File: src/tmcw_pkg.sv
`timescale 1ns / 1ps
`default_nettype none

package tmcw_pkg;

	localparam int OP_W   = 2;
	localparam int CHAR_W = 8;
	localparam int IDX_W  = 11;
	localparam int COL_W  = 7;
	localparam int ROW_W  = 5;
	localparam int DATA_W = 16;
	localparam int ATTR_W = 8;

	localparam logic [ATTR_W-1:0] ATTR_RESET = 8'h0f;

	localparam logic [OP_W-1:0] OP_PUT   = 2'd0;
	localparam logic [OP_W-1:0] OP_CLEAR = 2'd1;
	localparam logic [OP_W-1:0] OP_READ  = 2'd2;

	localparam logic [CHAR_W-1:0] CH_NEWLINE   = 8'h0a;
	localparam logic [CHAR_W-1:0] CH_ENTER     = 8'h0d;
	localparam logic [CHAR_W-1:0] CH_BACKSPACE = 8'h08;
	localparam logic [CHAR_W-1:0] CH_TAB       = 8'h09;
	localparam logic [CHAR_W-1:0] CH_SPACE     = 8'h20;

	localparam int TAB_W = 3;
	localparam logic [TAB_W-1:0] TAB_SPACES = 3'd4;

	localparam int KIND_W = 3;
	localparam logic [KIND_W-1:0] K_PUT     = 3'd0;
	localparam logic [KIND_W-1:0] K_TAB     = 3'd1;
	localparam logic [KIND_W-1:0] K_NEWLINE = 3'd2;
	localparam logic [KIND_W-1:0] K_BKSP    = 3'd3;
	localparam logic [KIND_W-1:0] K_CLEAR   = 3'd4;
	localparam logic [KIND_W-1:0] K_READ    = 3'd5;
	localparam logic [KIND_W-1:0] K_NOP     = 3'd6;

	localparam int FIFO_DEPTH = 2;

	typedef struct packed {
		logic [KIND_W-1:0] kind;
		logic [CHAR_W-1:0] ch;
		logic [IDX_W-1:0]  idx;
	} cmd_t;

	typedef struct packed {
		logic full;
		logic empty;
	} fifo_stat_t;

endpackage

`default_nettype wire

File: src/tmcw_front.sv
`timescale 1ns / 1ps
`default_nettype none

module tmcw_front (
	input  wire logic                       in_valid,
	output logic                            in_ready,
	input  wire logic [tmcw_pkg::OP_W-1:0]   op,
	input  wire logic [tmcw_pkg::CHAR_W-1:0] char_code,
	input  wire logic [tmcw_pkg::IDX_W-1:0]  cell_index,
	input  wire tmcw_pkg::fifo_stat_t        fifo_stat,
	input  wire logic                       init_busy,
	output logic                            push,
	output tmcw_pkg::cmd_t                  cmd
);

	logic [tmcw_pkg::KIND_W-1:0] kind;

	always_comb begin
		case (op)
			tmcw_pkg::OP_PUT: begin
				case (char_code)
					tmcw_pkg::CH_NEWLINE:   kind = tmcw_pkg::K_NEWLINE;
					tmcw_pkg::CH_ENTER:     kind = tmcw_pkg::K_NEWLINE;
					tmcw_pkg::CH_BACKSPACE: kind = tmcw_pkg::K_BKSP;
					tmcw_pkg::CH_TAB:       kind = tmcw_pkg::K_TAB;
					default:                kind = tmcw_pkg::K_PUT;
				endcase
			end
			tmcw_pkg::OP_CLEAR: kind = tmcw_pkg::K_CLEAR;
			tmcw_pkg::OP_READ:  kind = tmcw_pkg::K_READ;
			default:            kind = tmcw_pkg::K_NOP;
		endcase
	end

	assign in_ready = !fifo_stat.full && !init_busy;
	assign push     = in_valid && in_ready;
	assign cmd.kind = kind;
	assign cmd.ch   = char_code;
	assign cmd.idx  = cell_index;

endmodule

`default_nettype wire

File: config.mk
export PLATFORM = sky130hd
export DESIGN_NAME = tmcw_front
export DESIGN_NICKNAME = d
export VERILOG_FILES = /design/src/tmcw_pkg.sv /design/src/tmcw_front.sv
export SDC_FILE = /design/constraint.sdc
export NUM_CORES = 1
export LEC_CHECK = 0
export ABC_AREA = 1
export BUFFER_PORTS_ARGS = -buffer_cell sky130_fd_sc_hd__clkbuf_2
export CAP_MARGIN = 20
export CORE_AREA = 2 2 39 41
export DETAILED_ROUTE_END_ITERATION = 10
export DIE_AREA = 0 0 41 43
export GPL_TIMING_DRIVEN = 0
export MAX_ROUTING_LAYER = met4
export PLACE_DENSITY_LB_ADDON = 0.3
export RECOVER_POWER = 100
export SLEW_MARGIN = 20
export SYNTH_ARGS = -nofsm -noshare
export SYNTH_HDL_FRONTEND = slang
export SYNTH_SLANG_ARGS = --single-unit
export TNS_END_PERCENT = 100
File: constraint.sdc
create_clock -name vclk -period 2.7
set_clock_uncertainty 0.1 [all_clocks]
set_input_delay 0.405 -clock vclk [all_inputs]
set_output_delay 0.405 -clock vclk [all_outputs]
set_load 0.05 [all_outputs]
==> Word-level counts from Yosys, hierarchy flattened <==
Index checks and enable logic that the tools add are counted.
{ "totals": {"register_bits": 0, "in_bits": 25, "out_inout_bits": 24} }
{ "classes": {"n_reduce_logical": 6, "n_eq_ne": 6, "muxes": 2} }
{ "op_table": {"columns": ["op", "count"], "rows": [
  ["8-bit by 4-bit equality test with 1-bit output, second input constant", 4],
  ["3-bit case mux with 3 select lines", 1],
  ["2-bit case mux with 3 select lines", 1],
  ["2-bit by 1-bit equality test with 1-bit output, second input constant", 1],
  ["2-bit equality test, second input constant", 1],
  ["1-bit logical AND", 2],
  ["1-bit logical NOT", 2],
  ["2-bit logical NOT", 1],
  ["2-bit OR reduction", 1]
]} }

==> Depth between registers and ports, before layout <==
{ "logic_depth": {"ltp_word": 4, "depth_mapped": 6, "ltp_nobuf": 6} }

==> Worst setup path before layout <==
OpenSTA, ideal clock, no wires.
{ "synth_timing": {"path_kind": "input -> output", "from": "in init_busy", "to": "out push", "path_buffers": 0, "required_time_ns": 2.195, "path_stages": 1, "slack_ns": 0.632, "arrival_time_ns": 1.563, "path_cell_list": "nor3b_1"} }
{ "synth_via": {"elab_chain_cells": 3} }
{ "synth_lines": {"columns": ["element", "line_no", "text"], "rows": [
  ["start: declaration", "tmcw_front.sv:11", "input wire logic init_busy,"],
  ["1-bit logical NOT", "tmcw_front.sv:35", "assign in_ready = !fifo_stat.full && !init_busy;"],
  ["1-bit logical AND", "tmcw_front.sv:35", null],
  ["1-bit logical AND", "tmcw_front.sv:36", "assign push = in_valid && in_ready;"],
  ["end: declaration", "tmcw_front.sv:12", "output logic push,"]
]} }
Every way passes these cells.

==> results.toml <==
[timing]
max_slew.worst_pin.slew_ps = 600
min_clock_period_post_route_ps = 2120
final.period_utilization_pct = 78.6
worst_case_headroom_to_the_max_slew_limit_pct = 60.2
slew_viol_final = 0
setup_viol_count_final = 0
tns_ps = 0
rsz0062_at_grt = "no"
maxClockFrequency_ghz = 0.471
hold_viol = 0

[placement]
port_buffers = 37
post_dp_cell_area_um2 = 477
gp_routability_congestion = 0.586

[clock_tree]
cts_setup_buffers = 0
cts_hold_buffers = 0
post_cts.resized_instances = 0

[detailed_routing]
remaining_drc_errors = 0
route.detailed.vias_per_inst = 3.58
antenna_left = 0
drt_iter0_drc = 1
vias = 351
avgRoutedWirePerCell_um = 6.60
drt_pre_antenna_iters = 2
finalWirelength_um = 647

[global_route]
grt-ovfl-total = 0
grtUsageTotal_pct = 7.37
grt_max_degree = 5
first_global_vias = 274
number_of_antenna_violations_at_the_first_check_in_global_routing = 0
grt_first_pass_wirelength_um = 979

[worst_setup_path]
timing.critical_path.from = "op[1]"
endpoint = "cmd[20]"
setup.worst_path.class = "input port to primary output"
end_kind = "primary output"
worst-path-max-fanout = 3
worst_setup_path_start_kind = "input port"
crit_arrival_ps = 1620
required_ps = 2190

[floorplan]
die_h_um = 43
std_cell_rows = 14
io_pins = 49
design.core.area_mm2 = 0.00138
start_util_pct = 19.6
fp.dieArea_mm2 = 0.00176
die_w_um = 41

[logic_synthesis]
synthesis.area_um2 = 272
syn_inst = 45
synth_cell_types = 11
ys_seq_area_share_pct = 0
synth.avg_cell_area_um2 = 6.03
share_of_the_synthesized_area_in_the_top_cell_type_pct = 52.5
mappedNetlistNets = 72
netlist_top_cells_area = "sky130_fd_sc_hd__buf_4, sky130_fd_sc_hd__nand2_1, sky130_fd_sc_hd__ha_1"
yosysTopAreaCell = "sky130_fd_sc_hd__buf_4"
synth-warning-count = 0

[power_and_ir_drop]
power.ir.vdd_worst_uv = 77.4
p_per_area_mw_per_mm2 = 282
pleak_nw = 0.255

[cells_and_area]
area_added_between_synthesis_and_finish_pct = 64.5
drive_above_1_share_pct = 41.5
sequential_cell_area_um2 = 0
layout.nets = 111
insertedDiodeCount = 0
clkbuf_count = 0
stdcell_area_um2 = 447
seq_cell_count = 0

[flow_run]
timing.max_cap.violations = 0

[outcome]
run_status = "completed"

[hold_path]
holdCritPathClass = "input port to primary output"
-- Yosys cell counts --
cell type	n
sky130_fd_sc_hd__nor3b_1	1
sky130_fd_sc_hd__a21oi_1	1
sky130_fd_sc_hd__or2_0	1
sky130_fd_sc_hd__nor2_1	3
sky130_fd_sc_hd__nor3_1	1
sky130_fd_sc_hd__inv_1	6
sky130_fd_sc_hd__or2_2	1
sky130_fd_sc_hd__nor2_2	1
sky130_fd_sc_hd__nand2_1	9
sky130_fd_sc_hd__buf_4	19
sky130_fd_sc_hd__ha_1	2
-- cells by family after synthesis --
logic type               synth area share, %
AO/OA/AOI/OAI                           1.84
adder cells (fa/ha/maj)                 9.22
buffers and inverters                   60.8
AND/OR/NAND/NOR                         28.1
-- metal layers --
metal / track usage (%) / part of all wire (%) / up-vias
met5: - / 0 / -
met3: 0 / 14 / 0
met2: 14.1 / 55 / 20
met1: 8.54 / 31 / 143
li1: - / - / 188
met4: 0 / 0 / 0
-- stage by stage --
stage | setup WS [ps] | hold WS [ps] | total power [mW] | instances | util [%]
final | 578 | 1090 | 0.126 | 98 | 32.3
after CTS | 765 | 1040 | 0.132 | 98 | 34.4
after floorplan | 632 | 877 | 0.103 | 45 | -
after detailed placement | 768 | 1040 | 0.132 | 98 | 34.4
after global placement | 782 | 1040 | 0.131 | 98 | 34.4
after global routing | 517 | 1100 | 0.134 | 98 | 32.3
-- worst min-delay path by stage --
stage                  startpoint  slack (ps)      to  depth (start not counted)
finish              cell_index[0]        1090  cmd[0]                          2
global route        cell_index[1]        1100  cmd[1]                          2
CTS                 cell_index[9]        1040  cmd[9]                          2
detailed placement  cell_index[9]        1040  cmd[9]                          2
global placement    cell_index[1]        1040  cmd[1]                          2
floorplan           cell_index[0]         880  cmd[0]                          1
-- layout make-up --
type / count / area, um^2
Inverter: 6 / 22.5
Timing Repair Buffer: 37 / 155
Buffer: 19 / 143
Multi-Input combinational cell: 20 / 106
Tap cell: 16 / 20.0
Fill cell: 179 / 937
-- where the power goes --
group | switching, mW | internal [mW]
Combinational | 0.0898 | 0.0361
Clock | 0 | 0
Sequential | 0 | 0
-- layout by cell type (no fill, tap or decap) --
cell type / netlist / routed
sky130_fd_sc_hd__clkbuf_2: 0 / 13
sky130_fd_sc_hd__nor2_2: 1 / 1
sky130_fd_sc_hd__or2_0: 1 / 1
sky130_fd_sc_hd__nor2_1: 3 / 3
sky130_fd_sc_hd__buf_4: 19 / 19
sky130_fd_sc_hd__ha_1: 2 / 2
sky130_fd_sc_hd__nand2_1: 9 / 9
sky130_fd_sc_hd__inv_1: 6 / 6
sky130_fd_sc_hd__clkbuf_1: 0 / 24
sky130_fd_sc_hd__a21oi_1: 1 / 1
sky130_fd_sc_hd__nor3_1: 1 / 1
sky130_fd_sc_hd__nor3b_1: 1 / 1
sky130_fd_sc_hd__or2_2: 1 / 1
-- critical path, cell delays in order --
cell and delay [ps]:
sky130_fd_sc_hd__clkbuf_2 110, sky130_fd_sc_hd__inv_1 60, sky130_fd_sc_hd__ha_1 250, sky130_fd_sc_hd__or2_2 270
sky130_fd_sc_hd__nand2_1 60, sky130_fd_sc_hd__clkbuf_1 460
Note: power is estimated with default switching activity, not from simulation.
