--- config.mk ---
export PLATFORM = sky130hd
export DESIGN_NAME = tmcw_fifo
export DESIGN_NICKNAME = d
export VERILOG_FILES = /design/src/tmcw_pkg.sv /design/src/tmcw_fifo.sv
export SDC_FILE = /design/constraint.sdc
export NUM_CORES = 1
export LEC_CHECK = 0
export BUFFER_PORTS_ARGS = -buffer_cell sky130_fd_sc_hd__clkbuf_2
export CORE_MARGIN = 3
export CORE_UTILIZATION = 50
export DETAILED_ROUTE_END_ITERATION = 10
export PLACE_DENSITY = 0.8
export SYNTH_ARGS = -nofsm -noshare
export SYNTH_HDL_FRONTEND = slang
export SYNTH_SLANG_ARGS = --single-unit
--- constraint.sdc ---
create_clock -name clk -period 2.3 [get_ports clk]
set_input_delay 0.345 -clock clk [delete_from_list [all_inputs] [get_ports clk]]
set_output_delay 0.345 -clock clk [all_outputs]
set_load 0.01 [all_outputs]
--- src/tmcw_pkg.sv ---
`timescale 1ns / 1ps
`default_nettype none

package tmcw_pkg;

	localparam int OP_W   = 2;
	localparam int CHAR_W = 8;
	localparam int IDX_W  = 11;
	localparam int COL_W  = 7;
	localparam int ROW_W  = 5;
	localparam int DATA_W = 16;
	localparam int ATTR_W = 8;

	localparam logic [ATTR_W-1:0] ATTR_RESET = 8'h0f;

	localparam logic [OP_W-1:0] OP_PUT   = 2'd0;
	localparam logic [OP_W-1:0] OP_CLEAR = 2'd1;
	localparam logic [OP_W-1:0] OP_READ  = 2'd2;

	localparam logic [CHAR_W-1:0] CH_NEWLINE   = 8'h0a;
	localparam logic [CHAR_W-1:0] CH_ENTER     = 8'h0d;
	localparam logic [CHAR_W-1:0] CH_BACKSPACE = 8'h08;
	localparam logic [CHAR_W-1:0] CH_TAB       = 8'h09;
	localparam logic [CHAR_W-1:0] CH_SPACE     = 8'h20;

	localparam int TAB_W = 3;
	localparam logic [TAB_W-1:0] TAB_SPACES = 3'd4;

	localparam int KIND_W = 3;
	localparam logic [KIND_W-1:0] K_PUT     = 3'd0;
	localparam logic [KIND_W-1:0] K_TAB     = 3'd1;
	localparam logic [KIND_W-1:0] K_NEWLINE = 3'd2;
	localparam logic [KIND_W-1:0] K_BKSP    = 3'd3;
	localparam logic [KIND_W-1:0] K_CLEAR   = 3'd4;
	localparam logic [KIND_W-1:0] K_READ    = 3'd5;
	localparam logic [KIND_W-1:0] K_NOP     = 3'd6;

	localparam int FIFO_DEPTH = 2;

	typedef struct packed {
		logic [KIND_W-1:0] kind;
		logic [CHAR_W-1:0] ch;
		logic [IDX_W-1:0]  idx;
	} cmd_t;

	typedef struct packed {
		logic full;
		logic empty;
	} fifo_stat_t;

endpackage

`default_nettype wire

--- src/tmcw_fifo.sv ---
`timescale 1ns / 1ps
`default_nettype none

module tmcw_fifo (
	input  wire logic                clk,
	input  wire logic                arst_n,
	input  wire logic                push,
	input  wire tmcw_pkg::cmd_t      push_cmd,
	input  wire logic                pop,
	output tmcw_pkg::cmd_t           pop_cmd,
	output tmcw_pkg::fifo_stat_t     stat
);

	localparam int PW = $clog2(tmcw_pkg::FIFO_DEPTH);
	localparam int CW = $clog2(tmcw_pkg::FIFO_DEPTH + 1);

	tmcw_pkg::cmd_t  entry_q [tmcw_pkg::FIFO_DEPTH];
	logic [PW-1:0]   wr_ptr_q;
	logic [PW-1:0]   rd_ptr_q;
	logic [CW-1:0]   count_q;

	always_ff @(posedge clk) begin
		if (push) begin
			entry_q[wr_ptr_q] <= push_cmd;
		end
	end

	always_ff @(posedge clk or negedge arst_n) begin
		if (!arst_n) begin
			wr_ptr_q <= '0;
			rd_ptr_q <= '0;
			count_q  <= '0;
		end else begin
			if (push) begin
				wr_ptr_q <= (wr_ptr_q == PW'(tmcw_pkg::FIFO_DEPTH - 1)) ? '0 : wr_ptr_q + 1'b1;
			end
			if (pop) begin
				rd_ptr_q <= (rd_ptr_q == PW'(tmcw_pkg::FIFO_DEPTH - 1)) ? '0 : rd_ptr_q + 1'b1;
			end
			if (push && !pop) begin
				count_q <= count_q + 1'b1;
			end else if (pop && !push) begin
				count_q <= count_q - 1'b1;
			end
		end
	end

	assign pop_cmd    = entry_q[rd_ptr_q];
	assign stat.full  = (count_q == CW'(tmcw_pkg::FIFO_DEPTH));
	assign stat.empty = (count_q == '0);

	a_no_overflow: assert property (@(posedge clk) disable iff (!arst_n)
		stat.full |-> !push || pop)
		else $error("transfer into full queue");

endmodule

`default_nettype wire

Word-level counts from Yosys, hierarchy flattened --
Memory sizes are Yosys's and may differ from the RTL's. Index checks and enable logic that the tools add are counted.
Word-level totals: latch bits 0, register bits 4, memories kept 1, ROM bits 0, memory bits (writable) 44, input port bits 26, logic and storage cells 21, output and inout port bits 24
Memory list:
- entry_q | words 2, bits a word 22, rd ports 1, clocked after Yosys merged registers in 0, write ports 1, RTL line tmcw_fifo.sv:17 | tmcw_pkg::cmd_t entry_q [tmcw_pkg::FIFO_DEPTH];
Operators by class: multipliers 0, eq/ne operators 1, divide/modulo/power cells 0, shifts and indexed selects 0, magnitude comparators 0, reduce and logical (&&, ||, !) cells 6, bitwise operators 0, add/subtract/negate cells 4, multiplexer cells 6
Operators with widths (count):
- two-way mux 1 bit | 4
- two-way mux 2 bit | 2
- adder 1 bit (second input constant) | 2
- adder 2 x 1 -> 2 bit (second input constant) | 1
- equality test 2 bit (second input constant) | 1
- logical AND 1 bit | 2
- zero test 1 bit | 2
- zero test 2 bit | 1
- nonzero test 2 bit | 1
- subtractor 2 x 1 -> 2 bit (second input constant) | 1

Longest topological paths before layout --
Gate-level depths: netlist of the first run.
depth after elaboration 4, depth in mapped cells 5, depth with buffers taken out 5

Least setup slack after synthesis of the first run --
Ideal clock, no wire load.
path type register to register, start register wr_ptr_q, end memory entry_q[0][0] in the netlist's numbering, enable pin, setup time 0.403 ns, data arrival time 1.403 ns, buffers on the path 0, data required time 1.897 ns, setup slack 0.494 ns, cell stages (with the launch flop) 2, period minus slack after synthesis 1.806 ns, path through dfrtp_1 -> nor2b_1
RTL lines:
- from (decl) | RTL line tmcw_fifo.sv:18 | logic [PW-1:0] wr_ptr_q;
- from (signal assigned) | RTL line tmcw_fifo.sv:35 | wr_ptr_q <= (wr_ptr_q == PW'(tmcw_pkg::FIFO_DEPTH - 1)) ? '0 : wr_ptr_q + 1'b1;
- to (decl) | RTL line tmcw_fifo.sv:17
Straight into the memory's write port.

==> out/qor.yml, run 1 <==
status:
  outcome: "completed"
routing:
  dr_wl_met2_um: 1330
  drc: 0
  via_per_inst: 4.89
  first_pass_iters: 2
  wl_per_cell_um: 14.2
  routed_wirelength_um: 2720
  ant_nets: 0
  wl_met1_um: 1100
  drt-initial-drc-count: 13
  wl_met3_um: 246
  top_layer: "met4"
  via_count: 934
critical_path:
  regToRegSetupSlack_ns: 1.10
  reg2reg_depth: 2
  crit_type: "reg2out"
  path_delay_family: "multiplexers"
  crit_path_cell_trace: "buf_4 > mux2_2 > clkbuf_2"
  worstReg2RegStart: "wr_ptr_q"
  crit_path_max_incr_delay_ns: 0.37
  worstPathArrival_ns: 1.41
  end_kind: "primary output"
  crit_end: "pop_cmd[0]"
  startpoint_type: "flip-flop"
  rr_endpoint: "entry_q[1][14]"
  critPathMaxFanout: 12
  slowest_stage: "mux2_2"
  cp.required_ns: 1.96
  cp.buffers_inverters: 2
  cp_num_cells: 3
  crit_start: "rd_ptr_q"
sta:
  clock.fmax_ghz: 0.571
  final.setup.tns_ns: 0
  finalCritPeriodShare: 0.761
  tightest_slew_ns: 0.203
  drv_slew: 0
  whs_ns: 0.181
  period_needed_ns: 1.75
  rsz0062_at_grt: "no"
  slew_headroom: 0.864
  setup_viol: 0
  finalHoldViolations: 0
  finClkSkew_ns: 0.00566
  fin_ws_ns: 0.549
die:
  initial_core_util: 0.525
  rows: 21
  coreArea_um2: 3390
  io_pins: 50
  dieArea_um2: 4310
  die_h_um: 65.6
  die_x_um: 65.6
global_routing:
  grt_start_max_net_pins: 14
  grt-ovfl-total: 0
  antenna_found_initial: 0
  grt_pass1_vias: 961
  grt_first_pass_wirelength_um: 4550
  grt_usage: 0.144
pwr:
  power_mw: 2.36
  seqPwrFrac: 0.519
  ir_drop_uv: 637
  leakage_nw: 0.858
  p_int_mw: 1.67
  p_sw_frac: 0.294
  p_comb_frac: 0.334
  netSwitchingPower_uw: 693
  clock_power_share: 0.146
  power.density_nw_per_um2: 1090
synthesis:
  synth_cells: 84
  ys_seq_area_frac: 0.799
  syn_area_um2: 1780
  syn_area_per_cell_um2: 21.2
  yosys_warnings: 0
  ys_ff_latch: 48
  synth_cell_types: 11
  syn_nets: 111
cts:
  cts_root_buf: "clkbuf_4"
  cts_resized: 0
  cts_made_buffers: 5
  clockBufferDepth: 2
  path_clk_slew_ns: 0.12
  postCtsSetupBuffers: 0
  clkLatencyLatePin_ns: 0.34
  clkSinkCount: 48
  htree_levels: 2
  cts_tree: "built"
cells_and_area:
  drive_gt1_frac: 0.579
  n_antenna_cell: 0
  final_cell_area_um2: 2160
  area_growth_pct: 21.6
  nets: 172
place:
  dp_hpwl_um: 2030
  dpl_worst_slack_ns: 0.925
  placed_area_um2: 2110
  gp_congestion: 0.663
  portBuffers: 49
min_path:
  hp-start: "push_cmd[1]"
  hold_class: "in2reg"
flow_run:
  cap_violations: 0
-- stage by stage --
step                instances   util
detailed placement        183  0.621
finish                    191  0.638
global route              191  0.638
CTS                       191  0.638
global placement          183  0.621
floorplan                  84      -
-- synthesized netlist by cell type, drive strengths merged --
library cell	n	share of area
dfrtp	4	0.056
edfxtp	44	0.74
xnor2	1	0.0049
mux2	22	0.14
buf	2	0.013
nor2	2	0.0042
inv	1	0.0021
ha	1	0.0070
and2	1	0.0035
xor2	4	0.020
nor2b	2	0.0070
-- power groups by stage --
stage	clock, mW	combinational, mW	sequential (mW)
after floorplan	0	0.506	1.24
after global placement	0	0.786	1.23
after detailed placement	0	0.800	1.25
after CTS	0.355	0.807	1.23
after global routing	0.397	0.863	1.24
final	0.345	0.789	1.23
-- how the worst min path moves through the flow --
stage / to / slack (ns) / cells past startpoint
finish: entry_q[1][1] / 0.18 / 1
floorplan: count_q[0] / 0.05 / 0
CTS: entry_q[1][1] / 0.17 / 1
global route: entry_q[1][6] / 0.15 / 1
global placement: count_q[1] / 0.16 / 1
detailed placement: count_q[0] / 0.16 / 1
-- sequential cells by signal (all words and copies together), names as in the netlist --
| name | flops |
|---|---|
| entry_q | 44 |
| count_q | 2 |
| rd_ptr_q | 1 |
| wr_ptr_q | 1 |
-- logic make-up (layout without fill, tap and decap cells) --
logic type / count (synthesis) / after routing / share of synthesized area
adder cells (fa/ha/maj): 1 / 1 / 0.00704
buffers and inverters: 3 / 64 / 0.0148
AND/OR/NAND/NOR: 5 / 5 / 0.0148
multiplexers: 22 / 22 / 0.139
flip-flops: 48 / 48 / 0.799
XOR/XNOR: 5 / 5 / 0.0246
-- per-layer routing --
layer / vias to the layer above / track usage
met5: - / 0
met4: 0 / 0.0544
met3: 6 / 0.0581
met2: 42 / 0.228
met1: 447 / 0.179
li1: 439 / -
-- cell type report --
cell class                 count  area [µm²]
timing repair buffer          56         300
sequential                    48        1420
clock inverter                 1        5.00
inverter                       1        3.75
multi-input combinational     33         333
clock buffer                   6        41.3
fill                         247        1230
tap                           46        57.6
-- cell usage in the layout (no fill, tap or decap), drive strengths merged --
cell type    count
nor2             2
nor2b            2
and2             1
inv              1
xnor2            1
mux2            22
clkinv           1
dlygate4sd3      1
xor2             4
dfrtp            4
edfxtp          44
buf              6
ha               1
clkbuf          55
-- repair_timing --
action / 4_1_cts / 5_1_grt
endpoints found under the hold margin: 4 / 0
endpoints found under the setup margin: 0 / 0
hold buffers: 1 / 0
Power figures use the tool's default switching activity.
==> inputs of run 2 (changes only) <==
--- a/config.mk
+++ b/config.mk
@@ -5,6 +5,7 @@
 export SDC_FILE = /design/constraint.sdc
 export NUM_CORES = 1
 export LEC_CHECK = 0
+export ABC_AREA = 1
 export BUFFER_PORTS_ARGS = -buffer_cell sky130_fd_sc_hd__clkbuf_2
 export CORE_MARGIN = 3
 export CORE_UTILIZATION = 50
==> constraint.sdc (replaced) <==
create_clock -name clk -period 1.7 [get_ports clk]
set_input_delay 0.255 -clock clk [delete_from_list [all_inputs] [get_ports clk]]
set_output_delay 0.255 -clock clk [all_outputs]
set_load 0.01 [all_outputs]
==> out/qor.yml, run 2 <==
min_path:
  hp-start: "push_cmd[9]"
  hold_class: "in2reg"
  worstHoldEndpoint: "entry_q[1][9]"
  hold_depth: 1  # unchanged
cts:
  cts_made_buffers: 5  # unchanged
  cts_root_buf: "clkbuf_4"
  clockBufferDepth: 2  # unchanged
  clkLatencyLatePin_ns: 0.34  # about the same
  cts_resized: 0  # unchanged
  path_clk_slew_ns: 0.12  # about the same
  htree_levels: 2  # unchanged
  cts_tree: "built"
  clkSinkCount: 48  # unchanged
synthesis:
  synth-edff-count: 44  # unchanged
  synth_cell_types: 12  # +1
  yosys.area.top_type: "edfxtp_1"
  async_reset_ff_frac: 0.0833  # unchanged
  synthFlopType: "edfxtp_1"
  syn_area_per_cell_um2: 19.3  # -8.7%
  yosysMostFrequentCell: "edfxtp_1"
  syn_area_um2: 1800  # +1.1%
  synth_cells: 93  # +11%
  synth_top_cell_area_share: 0.735  # -0.00827
  yosys_warnings: 0  # unchanged
  syn_nets: 120  # +8.1%
  netlist_top_cells_count: "edfxtp_1 (44), mux2_2 (22), inv_1 (7)"
  ys_seq_area_frac: 0.791  # -0.00890
  ys_ff_latch: 48  # unchanged
  synthTopCellsByArea: "edfxtp_1 (73%), mux2_2 (14%), dfrtp_1 (5.6%)"
die:
  dieArea_um2: 4350  # +1.0%
  io_pins: 50  # unchanged
  rows: 21  # unchanged
  coreArea_um2: 3390  # unchanged
  die_h_um: 66.0  # +0.51%
  die_x_um: 66.0  # +0.51%
  initial_core_util: 0.530  # +0.00591
cells_and_area:
  layout.cells.most_common_list: "clkbuf_2 (49), edfxtp_1 (44), mux2_2 (22)"
  post-route-util: 0.652  # +0.0140
  largest_reg_flops: 44  # unchanged
  drive_gt1_frac: 0.542  # -0.0368
  nets: 179  # +4.1%
  seqCellArea_um2: 1420  # unchanged
  area_growth_pct: 22.9
  nFillCells: 255  # +3.2%
  final_common_cell: "clkbuf_2"
  top_register: "entry_q"
  n_antenna_cell: 0  # unchanged
  final_cell_area_um2: 2210  # +2.2%
  reg_top3: "entry_q x44, count_q x2"
  multi_input_area_um2: 330  # -0.75%
sta:
  rsz0062_at_grt: "yes"
  tightest_slew_ns: 0.217  # +0.0134 ns
  finalHoldViolations: 0  # unchanged
  whs_ns: 0.0897  # -0.0917 ns
  finClkSkew_ns: 0.00421  # -0.00145 ns
  final.setup.tns_ns: 0  # unchanged
  finalCritPeriodShare: 0.972
  setup_viol: 0  # unchanged
  clock.fmax_ghz: 0.605
  period_needed_ns: 1.65
  drv_slew: 0  # unchanged
  slew_headroom: 0.855  # -0.00912
critical_path:
  crit_type: "reg2out"
  startpoint_type: "flip-flop"
  slowest_stage: "dfrtp_1"
  reg2reg_depth: 2  # unchanged
  crit_path_max_incr_delay_ns: 0.41  # +0.04 ns
  worstReg2RegStart: "wr_ptr_q"
  cp.buffers_inverters: 2  # unchanged
  cp.required_ns: 1.44  # -0.52 ns
  crit_path_cell_trace: "buf_12 > mux2_2 > clkbuf_2"
  regToRegSetupSlack_ns: 0.55  # -0.55 ns
  worstPathArrival_ns: 1.40  # about the same
  rr_endpoint: "entry_q[0][16]"
  end_kind: "primary output"
  path_delay_family: "flip-flops"
  critPathMaxFanout: 17  # +5
pwr:
  leakage_nw: 0.896  # +4.5%
  ir_drop_uv: 810  # +27%
  power.density_nw_per_um2: 1480  # +35%
routing:
  via_per_inst: 4.96  # +1.4%
  via_count: 987  # +5.7%
  routed_wirelength_um: 2750  # +1.2%
  wl_per_cell_um: 13.8  # -2.9%
  drt-initial-drc-count: 37  # +24
  ant_nets: 0  # unchanged
  first_pass_iters: 2  # unchanged
  drc: 0  # unchanged
global_routing:
  globalRouteMet3Util: 0.0459  # -0.0122
  met1_usage: 0.141  # -0.0380
  grt-ovfl-total: 0  # unchanged
  antenna_found_initial: 0  # unchanged
  grt_usage: 0.141  # -0.00375
  use_met2: 0.255  # +0.0275
  busiest_layer: "met2"
  grt_pass1_vias: 1044  # +8.6%
  grt_first_pass_wirelength_um: 4400  # -3.2%
  grt_start_max_net_pins: 21  # +7
place:
  portBuffers: 49  # unchanged
  placed_area_um2: 2150  # +2.0%
  gp_congestion: 0.615  # -7.2%
  dp_hpwl_um: 2000  # -1.6%
status:
  outcome: "completed"
flow_run:
  cap_violations: 0  # unchanged
==> run 2: cell types whose count changed in the layout (fill, tap and decap cells not counted), sizes merged <==
| cell | delta |
|---|---|
| nand2 | +5 |
| inv | +6 |
| and2 | -1 |
| nand3 | +1 |
| xor2 | -2 |
| clkbuf | -1 |
| clkinv | +2 |
| nor2b | -2 |
| nor2 | +1 |
| nand4 | +1 |
| buf | -2 |
==> run 2: how the worst max path moves through the flow <==
| stage | from | endpoint | cells after the start |
|---|---|---|---|
| 3_5_place_dp | rd_ptr_q | pop_cmd[0] | 3 |
| 6_report | rd_ptr_q | pop_cmd[18] | 3 |
| 5_1_grt | rd_ptr_q | pop_cmd[18] | 3 |
| 4_1_cts | rd_ptr_q | pop_cmd[18] | 3 |
| 2_1_floorplan | wr_ptr_q | entry_q[0][0] | 1 |
| 3_3_place_gp | rd_ptr_q | pop_cmd[14] | 3 |
==> run 2: cell type report <==
type,count,area share
clock buffer,5,0.0170
clock inverter,3,0.00623
inverter,7,0.0119
multi-input combinational,36,0.149
sequential,48,0.643
tap,46,0.0260
timing repair buffer,54,0.146
==> run 2: cell families after synthesis <==
| group | after synthesis | synth area share |
|---|---|---|
| xor+xnor | 3 | 0.0146 |
| buf+inv | 9 | 0.0271 |
| mux | 22 | 0.138 |
| flops | 48 | 0.791 |
| fa+ha+maj | 1 | 0.00696 |
| simple gates | 10 | 0.0230 |
==> run 2: metrics by stage <==
step           total power, mW  std cells  setup slack (ns)
5_1_grt                   3.45        199           -0.0318
4_1_cts                   3.31        199            0.0155
3_5_place_dp              2.84        190             0.413
3_3_place_gp              2.80        190             0.438
6_report                  3.26        199            0.0475
2_1_floorplan             2.38         93             0.300
==> run 2: worst register-to-register path, cell delays in order (launching register included) <==
cell,delay (ns)
dfrtp_1,0.43
nor2_2,0.23
buf_12,0.21
==> run 2: what timing repair did <==
item | in CTS | in global routing
setup buffers | 0 | 0
setup endpoints to repair | 0 | 22
hold buffers | 1 | 0
endpoints found under the hold margin | 4 | 0
==> run 2: layer usage <==
layer | wire, µm | vias to the layer above
li1 | - | 464
met1 | 1000 | 479
met2 | 1460 | 36
met3 | 231 | 8
met4 | 61 | 0
met5 | 0 | -
==> run 2: report_power, final <==
part	switching (mW)	leakage, nW	internal (mW)	total, mW
Clock	0.317	0.0324	0.152	0.470
Sequential	0.0933	0.460	1.57	1.67
Combinational	0.556	0.404	0.570	1.13
